==> config.mk <==
export PLATFORM = sky130hd
export DESIGN_NAME = rms_overcurrent_monitor
export DESIGN_NICKNAME = d
export VERILOG_FILES = /design/src/hdl/rom_pkg.sv /design/src/hdl/rms_overcurrent_monitor.sv /design/src/hdl/rom_ram.sv /design/src/hdl/rom_divsqrt.sv
export SDC_FILE = /design/constraint.sdc
export NUM_CORES = 2
export LEC_CHECK = 0
export BUFFER_PORTS_ARGS = -buffer_cell sky130_fd_sc_hd__buf_2
export CAP_MARGIN = 30
export CORE_ASPECT_RATIO = 0.7
export CORE_MARGIN = 5
export CORE_UTILIZATION = 35
export CTS_CLUSTER_DIAMETER = 100
export CTS_CLUSTER_SIZE = 24
export DETAILED_ROUTE_END_ITERATION = 10
export GPL_TIMING_DRIVEN = 0
export SYNTH_ARGS = -nofsm -noshare
export SYNTH_HDL_FRONTEND = slang
export SYNTH_SLANG_ARGS = --single-unit
==> constraint.sdc <==
create_clock -name clock -period 13.56 [get_ports clock]
set_input_delay 1.356 -clock clock [delete_from_list [all_inputs] [get_ports clock]]
set_output_delay 1.356 -clock clock [all_outputs]
set_load 0.01 [all_outputs]
==> src/hdl/rom_pkg.sv <==
// ----------------------------------------------------------------------------
// rom_pkg
// shared constants and types of the rms overcurrent monitor
// ----------------------------------------------------------------------------
package rom_pkg;

   localparam int WINDOW_LEN_DEF  = 30;
   localparam int MAX_SAMPLES_DEF = 65535;

   localparam int CODE_W   = 12;
   localparam int RMS_W    = 12;
   localparam int SUM_W    = 38;
   localparam int CNT_W    = 16;
   localparam int TIME_W   = 32;
   localparam int THR_W    = 12;
   localparam int RETRY_W  = 16;
   localparam int CSR_W    = 16;
   localparam int SQ_W     = 23;

   localparam logic [CODE_W-1:0] CODE_MID = 12'd2048;
   localparam logic [CODE_W-1:0] IDLE_MAG = 12'd664;

   localparam logic CSR_TRIP_THRESHOLD = 1'b0;
   localparam logic CSR_RETRY_TIME     = 1'b1;

   localparam logic REQ_SAMPLE = 1'b0;
   localparam logic REQ_REPORT = 1'b1;

   // fields of one report result
   typedef struct packed {
      logic                 in_cooldown;
      logic                 trip_event;
      logic [RMS_W-1:0]     rms_c;
      logic [RMS_W-1:0]     rms_b;
      logic [RMS_W-1:0]     rms_a;
   } rsp_type;

endpackage

==> src/hdl/rms_overcurrent_monitor.sv <==
// ----------------------------------------------------------------------------
// rms_overcurrent_monitor
// per-phase rms current monitor with windowed overcurrent trip and cooldown
// ----------------------------------------------------------------------------
// A sample transfer keeps the block busy until all three phases are done, so
// no new sample is taken before the last is through: for each of a, b and c
// the accumulator word is read from one ram and the square formed in the same
// cycle, then added and written back in the next; the sample count is a
// register, and a sample that finds it saturated is dropped in the transfer
// cycle. A report runs through to its end before the next transfer: a shared
// serial unit divides each sum by the count (38 steps) and takes the root (19
// steps), then the peak window ram is written and summed entry by entry, and
// the accumulators and the sample count are cleared. A report whose previous
// result has not been taken yet waits before its result register for as long
// as that lasts. After reset a clearing pass over WINDOW_LEN addresses (at
// least 3) zeroes the window ram and accumulators; no item is taken during it.
module rms_overcurrent_monitor #(
   parameter int WINDOW_LEN  = rom_pkg::WINDOW_LEN_DEF,
   parameter int MAX_SAMPLES = rom_pkg::MAX_SAMPLES_DEF
) (
   input  logic        clock,
   input  logic        reset,
   input  logic        req_tvalid,
   output logic        req_tready,
   input  logic        req_tuser,   // req_type
   // phase_a_code, phase_b_code, phase_c_code, driver_enabled, time_ms, pad
   input  logic [71:0] req_tdata,
   output logic        rsp_tvalid,
   input  logic        rsp_tready,
   // rms_a, rms_b, rms_c, trip_event, in_cooldown, pad
   output logic [39:0] rsp_tdata,
   input  logic                      csr_wr_en,
   input  logic                      csr_index,
   input  logic [rom_pkg::CSR_W-1:0] csr_wr_data
);
   import rom_pkg::*;

   localparam int CLR_LEN = (WINDOW_LEN > 3) ? WINDOW_LEN : 3;
   localparam int WIN_AW  = (WINDOW_LEN > 1) ? $clog2(WINDOW_LEN) : 1;
   localparam int WIN_CW  = $clog2(CLR_LEN + 1);
   localparam int TOT_W   = RMS_W + WIN_CW;
   localparam int ACC_W   = SUM_W;
   localparam logic [CNT_W-1:0] MAX_CNT = CNT_W'(MAX_SAMPLES);

   typedef enum logic [12:0] {
      ST_CLEAR  = 13'b0000000000001,
      ST_IDLE   = 13'b0000000000010,
      ST_SRD    = 13'b0000000000100,
      ST_SUPD   = 13'b0000000001000,
      ST_RRD    = 13'b0000000010000,
      ST_RDIV   = 13'b0000000100000,
      ST_RWAIT  = 13'b0000001000000,
      ST_WWR    = 13'b0000010000000,
      ST_WRD    = 13'b0000100000000,
      ST_WSUM   = 13'b0001000000000,
      ST_DECIDE = 13'b0010000000000,
      ST_OUT    = 13'b0100000000000,
      ST_ACLR   = 13'b1000000000000
   } state_type;

   state_type            state_ff, state_in;
   logic [THR_W-1:0]     thr_ff, thr_in;
   logic [RETRY_W-1:0]   retry_ff, retry_in;
   logic [WIN_AW-1:0]    ptr_ff, ptr_in;
   logic [WIN_CW-1:0]    idx_ff, idx_in;
   logic [1:0]           ph_ff, ph_in;
   logic                 cool_ff, cool_in;
   logic [TIME_W-1:0]    cstart_ff, cstart_in;
   logic [TIME_W-1:0]    time_ff, time_in;
   logic                 en_ff, en_in;
   logic [CODE_W-1:0]    code_ff [3];
   logic [CODE_W-1:0]    code_in [3];
   logic [SQ_W-1:0]      sq_ff, sq_in;
   logic [CNT_W-1:0]     cnt_ff, cnt_in;
   logic [RMS_W-1:0]     rms_ff [3];
   logic [RMS_W-1:0]     rms_in [3];
   logic [RMS_W-1:0]     peak_ff, peak_in;
   logic [TOT_W-1:0]     tot_ff, tot_in;
   logic                 trip_ff, trip_in;
   logic                 ovalid_ff, ovalid_in;
   rsp_type              odata_ff, odata_in;

   logic                 acc_we;
   logic [1:0]           acc_wa, acc_ra;
   logic [ACC_W-1:0]     acc_wd, acc_rd;
   logic                 win_we;
   logic [WIN_AW-1:0]    win_wa, win_ra;
   logic [RMS_W-1:0]     win_wd, win_rd;

   logic                 dv_start, dv_done;
   logic [RMS_W-1:0]     dv_root;

   logic [CODE_W-1:0]    cur_code;
   logic [CODE_W-1:0]    mag;
   logic [TIME_W-1:0]    end_time;
   logic                 do_trip;
   logic                 cool_mid;
   logic [TIME_W-1:0]    cstart_mid;

   rom_ram #(.WIDTH(ACC_W), .DEPTH(4)) u_acc (
      .clock(clock), .wr_en(acc_we), .wr_addr(acc_wa), .wr_data(acc_wd),
      .rd_addr(acc_ra), .rd_data(acc_rd)
   );

   rom_ram #(.WIDTH(RMS_W), .DEPTH(WINDOW_LEN)) u_win (
      .clock(clock), .wr_en(win_we), .wr_addr(win_wa), .wr_data(win_wd),
      .rd_addr(win_ra), .rd_data(win_rd)
   );

   rom_divsqrt u_dvs (
      .clock(clock), .reset(reset), .start(dv_start),
      .dividend(acc_rd), .divisor(cnt_ff), .done(dv_done), .root(dv_root)
   );

   // magnitude of the current of the phase under work
   always_comb begin
      cur_code = code_ff[ph_ff];
      if (!en_ff) begin
         mag = IDLE_MAG;
      end else if (cur_code >= CODE_MID) begin
         mag = cur_code - CODE_MID;
      end else begin
         mag = CODE_MID - cur_code;
      end
   end

   assign do_trip    = (tot_ff > TOT_W'(thr_ff * WINDOW_LEN)) && !cool_ff;
   assign cool_mid   = cool_ff || do_trip;
   assign cstart_mid = do_trip ? time_ff : cstart_ff;
   assign end_time   = cstart_mid + {{(TIME_W-RETRY_W){1'b0}}, retry_ff};

   assign req_tready = (state_ff == ST_IDLE);

   always_comb begin
      state_in  = state_ff;
      thr_in    = thr_ff;
      retry_in  = retry_ff;
      ptr_in    = ptr_ff;
      idx_in    = idx_ff;
      ph_in     = ph_ff;
      cool_in   = cool_ff;
      cstart_in = cstart_ff;
      time_in   = time_ff;
      en_in     = en_ff;
      code_in   = code_ff;
      sq_in     = sq_ff;
      cnt_in    = cnt_ff;
      rms_in    = rms_ff;
      peak_in   = peak_ff;
      tot_in    = tot_ff;
      trip_in   = trip_ff;
      ovalid_in = ovalid_ff;
      odata_in  = odata_ff;
      acc_we    = 1'b0;
      acc_wa    = ph_ff;
      acc_wd    = '0;
      acc_ra    = ph_ff;
      win_we    = 1'b0;
      win_wa    = ptr_ff;
      win_wd    = peak_ff;
      win_ra    = idx_ff[WIN_AW-1:0];
      dv_start  = 1'b0;

      if (csr_wr_en) begin
         unique case (csr_index)
            CSR_TRIP_THRESHOLD: thr_in   = csr_wr_data[THR_W-1:0];
            CSR_RETRY_TIME:     retry_in = csr_wr_data[RETRY_W-1:0];
            default: ;
         endcase
      end

      if (ovalid_ff && rsp_tready) begin
         ovalid_in = 1'b0;
      end

      unique case (state_ff)
         ST_CLEAR: begin
            win_we = (idx_ff < WIN_CW'(WINDOW_LEN));
            win_wa = idx_ff[WIN_AW-1:0];
            win_wd = '0;
            acc_we = 1'b1;
            acc_wa = idx_ff[1:0];
            idx_in = idx_ff + 1'b1;
            if (idx_ff == WIN_CW'(CLR_LEN - 1)) begin
               state_in = ST_IDLE;
            end
         end
         ST_IDLE: begin
            if (req_tvalid && req_tready) begin
               code_in[0] = req_tdata[11:0];
               code_in[1] = req_tdata[23:12];
               code_in[2] = req_tdata[35:24];
               en_in      = req_tdata[36];
               time_in    = req_tdata[68:37];
               ph_in      = 2'd0;
               if (req_tuser == REQ_SAMPLE) begin
                  // sample is dropped once the count is saturated
                  if (cnt_ff < MAX_CNT) begin
                     state_in = ST_SRD;
                  end
               end else begin
                  state_in = ST_RRD;
               end
            end
         end
         ST_SRD: begin
            sq_in    = SQ_W'(mag * mag);
            state_in = ST_SUPD;
         end
         ST_SUPD: begin
            acc_we = 1'b1;
            acc_wd = acc_rd + {{(ACC_W-SQ_W){1'b0}}, sq_ff};
            ph_in  = ph_ff + 1'b1;
            acc_ra = ph_ff + 1'b1;
            if (ph_ff == 2'd2) begin
               cnt_in   = cnt_ff + 1'b1;
               state_in = ST_IDLE;
            end else begin
               state_in = ST_SRD;
            end
         end
         ST_RRD: begin
            state_in = ST_RDIV;
         end
         ST_RDIV: begin
            dv_start = 1'b1;
            state_in = ST_RWAIT;
         end
         ST_RWAIT: begin
            if (dv_done) begin
               rms_in[ph_ff] = dv_root;
               if (dv_root > peak_ff || ph_ff == 2'd0) begin
                  peak_in = dv_root;
               end
               ph_in = ph_ff + 1'b1;
               acc_ra = ph_ff + 1'b1;
               if (ph_ff == 2'd2) begin
                  state_in = ST_WWR;
               end else begin
                  state_in = ST_RRD;
               end
            end
         end
         ST_WWR: begin
            win_we   = 1'b1;
            ptr_in   = (ptr_ff == WIN_AW'(WINDOW_LEN - 1)) ? '0 : ptr_ff + 1'b1;
            idx_in   = '0;
            tot_in   = '0;
            state_in = ST_WRD;
         end
         ST_WRD: begin
            idx_in   = idx_ff + 1'b1;
            state_in = ST_WSUM;
         end
         ST_WSUM: begin
            tot_in = tot_ff + {{(TOT_W-RMS_W){1'b0}}, win_rd};
            if (idx_ff == WIN_CW'(WINDOW_LEN)) begin
               state_in = ST_DECIDE;
            end else begin
               state_in = ST_WRD;
            end
         end
         ST_DECIDE: begin
            trip_in   = do_trip;
            cool_in   = cool_mid;
            cstart_in = cstart_mid;
            if (cool_mid && (time_ff > end_time)) begin
               cool_in   = 1'b0;
               cstart_in = '0;
            end
            state_in = ST_OUT;
         end
         ST_OUT: begin
            if (!ovalid_ff) begin
               ovalid_in            = 1'b1;
               odata_in.rms_a       = rms_ff[0];
               odata_in.rms_b       = rms_ff[1];
               odata_in.rms_c       = rms_ff[2];
               odata_in.trip_event  = trip_ff;
               odata_in.in_cooldown = cool_ff;
               ph_in                = 2'd0;
               state_in             = ST_ACLR;
            end
         end
         ST_ACLR: begin
            acc_we = 1'b1;
            ph_in  = ph_ff + 1'b1;
            if (ph_ff == 2'd2) begin
               cnt_in   = '0;
               state_in = ST_IDLE;
            end
         end
         default: state_in = ST_IDLE;
      endcase
   end

   always_ff @(posedge clock) begin
      if (reset) begin
         state_ff  <= ST_CLEAR;
         thr_ff    <= THR_W'(1024);
         retry_ff  <= RETRY_W'(1000);
         ptr_ff    <= '0;
         idx_ff    <= '0;
         ph_ff     <= '0;
         cool_ff   <= 1'b0;
         cstart_ff <= '0;
         cnt_ff    <= '0;
         ovalid_ff <= 1'b0;
      end else begin
         state_ff  <= state_in;
         thr_ff    <= thr_in;
         retry_ff  <= retry_in;
         ptr_ff    <= ptr_in;
         idx_ff    <= idx_in;
         ph_ff     <= ph_in;
         cool_ff   <= cool_in;
         cstart_ff <= cstart_in;
         cnt_ff    <= cnt_in;
         ovalid_ff <= ovalid_in;
      end
      time_ff  <= time_in;
      en_ff    <= en_in;
      code_ff  <= code_in;
      sq_ff    <= sq_in;
      rms_ff   <= rms_in;
      peak_ff  <= peak_in;
      tot_ff   <= tot_in;
      trip_ff  <= trip_in;
      odata_ff <= odata_in;
   end

   assign rsp_tvalid = ovalid_ff;
   assign rsp_tdata  = {2'b00, odata_ff.in_cooldown, odata_ff.trip_event,
                        odata_ff.rms_c, odata_ff.rms_b, odata_ff.rms_a};

endmodule

==> src/hdl/rom_ram.sv <==
// ----------------------------------------------------------------------------
// rom_ram
// generic single-port-write, single-port-read ram with registered read
// ----------------------------------------------------------------------------
module rom_ram #(
   parameter int WIDTH = 8,
   parameter int DEPTH = 32
) (
   input  logic                                          clock,
   input  logic                                          wr_en,
   input  logic [((DEPTH > 1) ? $clog2(DEPTH) : 1)-1:0] wr_addr,
   input  logic [WIDTH-1:0]                              wr_data,
   input  logic [((DEPTH > 1) ? $clog2(DEPTH) : 1)-1:0] rd_addr,
   output logic [WIDTH-1:0]                              rd_data
);

   logic [WIDTH-1:0] mem [DEPTH];

   always_ff @(posedge clock) begin
      if (wr_en) begin
         mem[wr_addr] <= wr_data;
      end
      rd_data <= mem[rd_addr];
   end

endmodule

==> src/hdl/rom_divsqrt.sv <==
// ----------------------------------------------------------------------------
// rom_divsqrt
// restoring divide of a 38-bit sum by a 16-bit count, then bitwise root
// ----------------------------------------------------------------------------
module rom_divsqrt (
   input  logic                        clock,
   input  logic                        reset,
   input  logic                        start,
   input  logic [rom_pkg::SUM_W-1:0]   dividend,
   input  logic [rom_pkg::CNT_W-1:0]   divisor,
   output logic                        done,
   output logic [rom_pkg::RMS_W-1:0]   root
);
   import rom_pkg::*;

   localparam int STEP_W = $clog2(SUM_W + 1);
   localparam int RES_W  = 19;

   typedef enum logic [2:0] {
      ST_IDLE = 3'b001,
      ST_DIV  = 3'b010,
      ST_SQRT = 3'b100
   } state_type;

   state_type           state_ff, state_in;
   logic [STEP_W-1:0]   step_ff, step_in;
   logic [SUM_W-1:0]    quo_ff, quo_in;
   logic [CNT_W:0]      rem_ff, rem_in;
   logic [CNT_W-1:0]    den_ff, den_in;
   logic [RES_W+1:0]    sr_ff, sr_in;
   logic [RES_W-1:0]    res_ff, res_in;
   logic                done_ff, done_in;

   logic [CNT_W:0]      rem_shift;
   logic [RES_W+1:0]    sr_shift;
   logic [RES_W+1:0]    trial;

   assign rem_shift = {rem_ff[CNT_W-1:0], quo_ff[SUM_W-1]};
   assign sr_shift  = {sr_ff[RES_W-1:0], quo_ff[SUM_W-1 -: 2]};
   assign trial     = {res_ff, 2'b01};

   always_comb begin
      state_in = state_ff;
      step_in  = step_ff;
      quo_in   = quo_ff;
      rem_in   = rem_ff;
      den_in   = den_ff;
      sr_in    = sr_ff;
      res_in   = res_ff;
      done_in  = 1'b0;
      unique case (state_ff)
         ST_IDLE: begin
            if (start) begin
               quo_in   = dividend;
               rem_in   = '0;
               den_in   = (divisor == '0) ? CNT_W'(1) : divisor;
               step_in  = STEP_W'(SUM_W);
               state_in = ST_DIV;
            end
         end
         ST_DIV: begin
            if (rem_shift >= {1'b0, den_ff}) begin
               rem_in = rem_shift - {1'b0, den_ff};
               quo_in = {quo_ff[SUM_W-2:0], 1'b1};
            end else begin
               rem_in = rem_shift;
               quo_in = {quo_ff[SUM_W-2:0], 1'b0};
            end
            step_in = step_ff - 1'b1;
            if (step_ff == STEP_W'(1)) begin
               sr_in    = '0;
               res_in   = '0;
               step_in  = STEP_W'(SUM_W / 2);
               state_in = ST_SQRT;
            end
         end
         ST_SQRT: begin
            quo_in = {quo_ff[SUM_W-3:0], 2'b00};
            if (sr_shift >= trial) begin
               sr_in  = sr_shift - trial;
               res_in = {res_ff[RES_W-2:0], 1'b1};
            end else begin
               sr_in  = sr_shift;
               res_in = {res_ff[RES_W-2:0], 1'b0};
            end
            step_in = step_ff - 1'b1;
            if (step_ff == STEP_W'(1)) begin
               done_in  = 1'b1;
               state_in = ST_IDLE;
            end
         end
         default: state_in = ST_IDLE;
      endcase
   end

   always_ff @(posedge clock) begin
      if (reset) begin
         state_ff <= ST_IDLE;
         done_ff  <= 1'b0;
      end else begin
         state_ff <= state_in;
         done_ff  <= done_in;
      end
      step_ff <= step_in;
      quo_ff  <= quo_in;
      rem_ff  <= rem_in;
      den_ff  <= den_in;
      sr_ff   <= sr_in;
      res_ff  <= res_in;
   end

   assign done = done_ff;
   assign root = res_ff[RMS_W-1:0];

endmodule
After elaboration in Yosys (flattened, before gate mapping)
Memories as Yosys holds them, arrays and structs flattened. A register that Yosys moved wholly into a read port is not among the register bits.
Cells that the tools add are included.
W data, S select, Z words.
- register bits: 417
- latch bits: 0
- bits in writable memories: 512
- ROM bits: 0
- bits of input ports: 95
- output and inout bits: 42
- memories: 2
- memories (memory ; words ; bits a word ; rd ports ; clocked after memory_dff ; wr ports ; RTL line ; source):
    u_win.mem ; 30 ; 12 ; 1 ; 1 ; 1 ; rom_ram.sv:17 ; logic [WIDTH-1:0] mem [DEPTH];
    u_acc.mem ; 4 ; 38 ; 1 ; 1 ; 1 ; rom_ram.sv:17 ;
- add/subtract/negate cells: 12
- multipliers: 2
- div/mod/pow operators: 0
- $lt $le $gt $ge: 10
- equal/unequal tests: 31
- shift operators: 0
- muxes and demuxes: 67
- bitwise gates (word level): 4
- reduce and logical (&&, ||, !) cells: 35
- operators with widths (operator ; number):
    $pmux W13 S13 ; 1
    $pmux W38 S3 ; 1
    $mux W13 ; 7
    $mux W38 ; 2
    $pmux W19 S2 ; 2
    $mux W12 ; 6
    $mux W16 ; 4
    $mux W32 ; 2
    $pmux W16 S2 ; 2
    $mux W19 ; 3
    $add A38 B23 Y38 ; 1
    $bwmux W36 ; 1
    $pmux W17 S2 ; 1
    $add A32 B16 Y32 ; 1
    $gt A32 B32 Y1 ; 1
    $bmux W12 S2 ; 1
    $demux W12 S2 ; 1
    $mul A12 B12 Y23 ; 1
    $ge A21 B21 Y1 ; 1
    $sub A19 B19 Y19 ; 1
    $pmux W6 S3 ; 1
    $reduce_and A2 Y1 ; 9
    $add A17 B12 Y17 ; 1
    $ge A17 B16 Y1 ; 1
    63 further kinds ; 109

Logic depth before layout (Yosys ltp)
- depth after elaboration: 8
- gate-level depth with buffers: 45
- mapped depth without buffers: 42

Cells and area by module
A second synthesis with hierarchy kept.
- cell total of the unflattened synthesis: 3637
- area total of the unflattened synthesis: 47983.5 um^2
- modules (own cells, without submodules) (module ; instances ; cells an instance ; area each (um^2)):
    rms_overcurrent_monitor ; 1 ; 2023 ; 20444.6
    rom_ram at u_win ; 1 ; 681 ; 14263.7
    rom_divsqrt ; 1 ; 693 ; 6985.4
    rom_ram at u_acc ; 1 ; 240 ; 6289.8

Least setup slack after synthesis
Ideal clock, no wire load.
- kind: register to register
- from: register thr_ff[2]
- to: register cstart_ff[21]
- setup time: 128 ps
- arrival time: 9169 ps
- required time: 13432 ps
- setup slack: 4263 ps
- cell stages (with the launch flop): 46
- path buffers: 4
- cell sequence: dfxtp_1 inv_1 fa_1 fa_1 inv_1 ha_1 a21oi_1 o21ai_0 a21o_1 a21o_1 a21o_1 a41o_1 o41ai_1 xor2_1 ha_1 and3_1 nand4_1 a211oi_1 [10 not listed] a311oi_1 o31ai_1 a31oi_1 a21oi_1 buf_2 nand4_1 xnor2_1 mux2i_1 ha_1 nand4_1 nor4_1 and2_1 o221ai_1 and3_1 a21boi_0 a31o_2 clkbuf_1 nor2_1
- cells in the longest elaborated chain, start to end: 8
- elaborated cells on any way between the ends: 9
- classes of those cells: add/sub (1); mul (1); order compare (2); mux (2); reduce/logical (3)
- ends and longest elaborated chain (item ; RTL line ; source):
    start, declared ; rms_overcurrent_monitor.sv:62 ; logic [THR_W-1:0] thr_ff, thr_in;
    start signal, assigned ; rms_overcurrent_monitor.sv:311 ; thr_ff <= thr_in;
    $mul A12 B4 Y16 (*) ; rms_overcurrent_monitor.sv:127 ; assign do_trip = (tot_ff > TOT_W'(thr_ff * WINDOW_LEN)) && !cool_ff;
    $gt A17 B17 Y1 (*) ; rms_overcurrent_monitor.sv:127 ;
    $logic_and A1 B1 Y1 (*) ; rms_overcurrent_monitor.sv:127 ;
    $mux W32 ; rms_overcurrent_monitor.sv:129 ; assign cstart_mid = do_trip ? time_ff : cstart_ff;
    $add A32 B16 Y32 ; rms_overcurrent_monitor.sv:130 ; assign end_time = cstart_mid + {{(TIME_W-RETRY_W){1'b0}}, retry_ff};
    $gt A32 B32 Y1 ; rms_overcurrent_monitor.sv:267 ; if (cool_mid && (time_ff > end_time)) begin
    $logic_and A1 B1 Y1 ; rms_overcurrent_monitor.sv:267 ;
    $mux W32 (*) ; rms_overcurrent_monitor.sv:267 ;
    end signal, assigned ; rms_overcurrent_monitor.sv:317 ; cstart_ff <= cstart_in;
    end, declared ; rms_overcurrent_monitor.sv:68 ; logic [TIME_W-1:0] cstart_ff, cstart_in;
Mark *: on every way between the ends. The rest lies on a longest branch, timed or not.
A chain may end at the register's enable or synchronous reset.

Worst setup path in the final report
- from: register thr_ff[1]
- to: register cstart_ff[28]
Same word-level chain as after synthesis.

==> metrics.md <==
| Metric | Value |
|---|---|
| Peak VDD IR | 108 µV |
| Tcrit/Tclk final | 0.890 |
| Hold crit path type | flip-flop to flip-flop |
| DP Wirelength | 85.2 mm |
| Avg Cell Area, Syn | 13.4 µm² |
| Layout cells sized above 1 | 0.129 |
| Site row count | 113 |
| Critical-path top delay cell | fa_1 |
| H-tree levels | 2 |
| DRT Pass-1 Iters | 5 |
| Clk_skew | 0.0568 ns |
| Clock Latency Late Sink | 0.68 ns |
| Buffers on Ports | 131 |
| Post-synth EDFFs | 821 |
| Period minus WS final | 12.07 ns |
| Post-synth cell types | 82 |
| DRC viols | 0 |
| WL/cell | 20.1 µm |
| Top_reg_cell synth | edfxtp_1 |
| Pleak | 0.0194 µW |
| CTS buffer count | 48 |
| Yosys top cell area share | 0.517 |
| # IOs | 137 |
| Total power per unit cell area | 127 nW/µm² |
| Syn-to-layout area delta | 11.2% |
| Setup bufs post-CTS | 0 |
| Fin. max-slew vios | 0 |
| Overall routing resource usage | 0.154 |
| WP data required | 14.08 ns |
| Clock sink total | 978 |
| Flops & latches, synth | 978 |
| First-pass GRT wire length | 173 mm |
| Placer Congestion | 0.857 |
| Cell Area, Synth | 47700 µm² |
| Largest net degree at the start of global routing | 39 |
| Total negative slack | 0 ns |
| Slowest stage delay, CP | 0.52 ns |
| Critical Setup Path Class | flip-flop to flip-flop |
| Clk slew on worst S/H paths | 0.10 ns |
| Final setup viols | 0 |
| Register area share after synthesis | 0.583 |
| DR vias/cell | 5.17 |
| Max Fclk | 82.9 MHz |
| Highest-count cells in the layout ignoring fill and taps | 821 x edfxtp_1, 320 x nand2_1, 294 x nor2_1 |
| Gr ovfl total | 0 |
| Switching power | 1910 µW |
| Top cells by area, synth | edfxtp_1 52%, mux4_2 6.8%, dfxtp_1 6.6% |
| RSZ-0062 raised after global routing | false |
| Root buf cell | clkbuf_16 |
| Ant. Diodes | 0 |
| Largest delay share family, worst path | compound AO/OA/AOI/OAI gates |
| Max_cap viols | 0 |
| Post-layout util | 0.391 |
| Critical path launch point type | flip-flop |
| Status | finished, final reports clean |
| Critical Path End Type | flip-flop |
| Final hold viol count | 0 |
| Die height | 319 µm |
| Clk buf depth | 3 |
| Hold wc startpoint | rms_ff[17] |
| Crit path DAT | 12.59 ns |
| CTS Hold Bufs | 0 |
| Antenna violations before repair | 7 |
| Starting density of the core | 0.352 |
| Core Area | 136000 µm² |
| Syn Inst Count | 3563 |
| Nets@finish | 4239 |
| Vias | 29107 |
| Number of global-route vias before repair | 28306 |
| Max Fanout on Critical Path | 10 |
| Async S/R FF share, synth | 0 |
| Most common cell after layout, fill and taps aside | edfxtp_1 |
| Die ar. | 144000 µm² |
| Clock Power Share | 0.251 |
| Syn. warnings | 0 |
| CTS tree | done |
| Int Pwr | 4820 µW |
| Total Wirelength | 113 mm |
| Slew Limit Headroom | 0.331 |
| Worst Tran Pin Value | 0.999 ns |
| Post_cts resized | 0 |
| Worst Setup SP | thr_ff[1] |
| RR Startpoint | thr_ff[1] |
| Chip width | 451 µm |
| Worst path bufs/invs | 6 |
| Antenna viol nets, final | 0 |
| Part of the power in registers | 0.522 |
| Sw frac | 0.284 |
| DR iter-0 viols | 2687 |
| Biggest area consumer among synthesized cells | edfxtp_1 |
| Power share of the combinational group | 0.228 |
-- synth_stat cells (55+ instances only) --
| master | instances |
|---|---|
| dfxtp_1 | 157 |
| a21oi_1 | 139 |
| fa_1 | 102 |
| mux2i_1 | 68 |
| nor3_1 | 55 |
| edfxtp_1 | 821 |
| o21ai_0 | 72 |
| inv_1 | 239 |
| nand3_1 | 72 |
| mux4_2 | 143 |
| clkbuf_1 | 84 |
| nor2_1 | 307 |
| xor2_1 | 74 |
| ha_1 | 233 |
| nand2_1 | 322 |
| xnor2_1 | 98 |
-- final cells by class --
cell class	instances	area, µm²
buffer	136	613
clock buffer	81	1350
clock inverter	9	164
fill	12675	82600
inverter	241	905
multi-input combinational	2215	18500
sequential	978	27800
tap	1782	2230
timing repair buffer	189	1460
-- sequential cells by signal, summed over array words and instances (netlist names), 17 cells and up --
| signal | cells |
|---|---|
| code_ff | 36 |
| cstart_ff | 32 |
| rms_ff | 36 |
| rsp_tdata | 38 |
| sq_ff | 22 |
| time_ff | 32 |
| tot_ff | 17 |
| u_acc.mem | 152 |
| u_acc.rd_data | 38 |
| u_dvs.quo_ff | 38 |
| u_dvs.res_ff | 19 |
| u_dvs.sr_ff | 19 |
| u_win.mem | 360 |
-- metal layers --
layer | vias up | share of wire | global-route usage
li1 | 13587 | - | -
met1 | 14581 | 0.49 | 0.243
met2 | 851 | 0.42 | 0.223
met3 | 88 | 0.077 | 0.0285
met4 | 0 | 0.015 | 0.0249
met5 | - | 0 | 0
-- stage by stage --
step / hold slack, ns / std cells / total power, µW / cell area, µm² / setup slack [ns]
after floorplan: 0.400 / 3570 / 4650 / 47700 / 4.26
after global placement: 0.401 / 5483 / 5040 / 50600 / 1.61
after detailed placement: 0.405 / 5540 / 5100 / 51500 / 1.61
after CTS: 0.407 / 5630 / 6790 / 53000 / 1.47
after global routing: 0.419 / 5631 / 7080 / 53000 / 0.373
final: 0.411 / 5631 / 6730 / 53000 / 1.49
-- power groups by stage --
stage	clock (µW)	sequential [µW]	combinational, µW
final	1690	3510	1530
after global routing	1850	3530	1700
after CTS	1740	3510	1530
after detailed placement	0	3580	1520
after global placement	0	3590	1450
after floorplan	0	3560	1080
-- final timing paths --
kind / endpoint / slack, ns / cells past startpoint
worst max-delay path: cstart_ff[28] / 1.49 / 45
worst min-delay path: rsp_tdata[17] / 0.41 / 0
worst max register to register: cstart_ff[28] / 1.49 / 45
worst min register to register: rsp_tdata[17] / 0.41 / 0
-- logic make-up after synthesis --
group,count (synthesis),share of synthesized area
AOI/OAI and AO/OA,485,0.0672
xor gates and xnor gates,173,0.0319
adders and majority gates,335,0.104
buffers and inverters,377,0.0318
DFF,978,0.583
muxes,228,0.0867
other,2,0.000157
and+or+nand+nor,985,0.0955
Power figures use the tool's default switching activity.
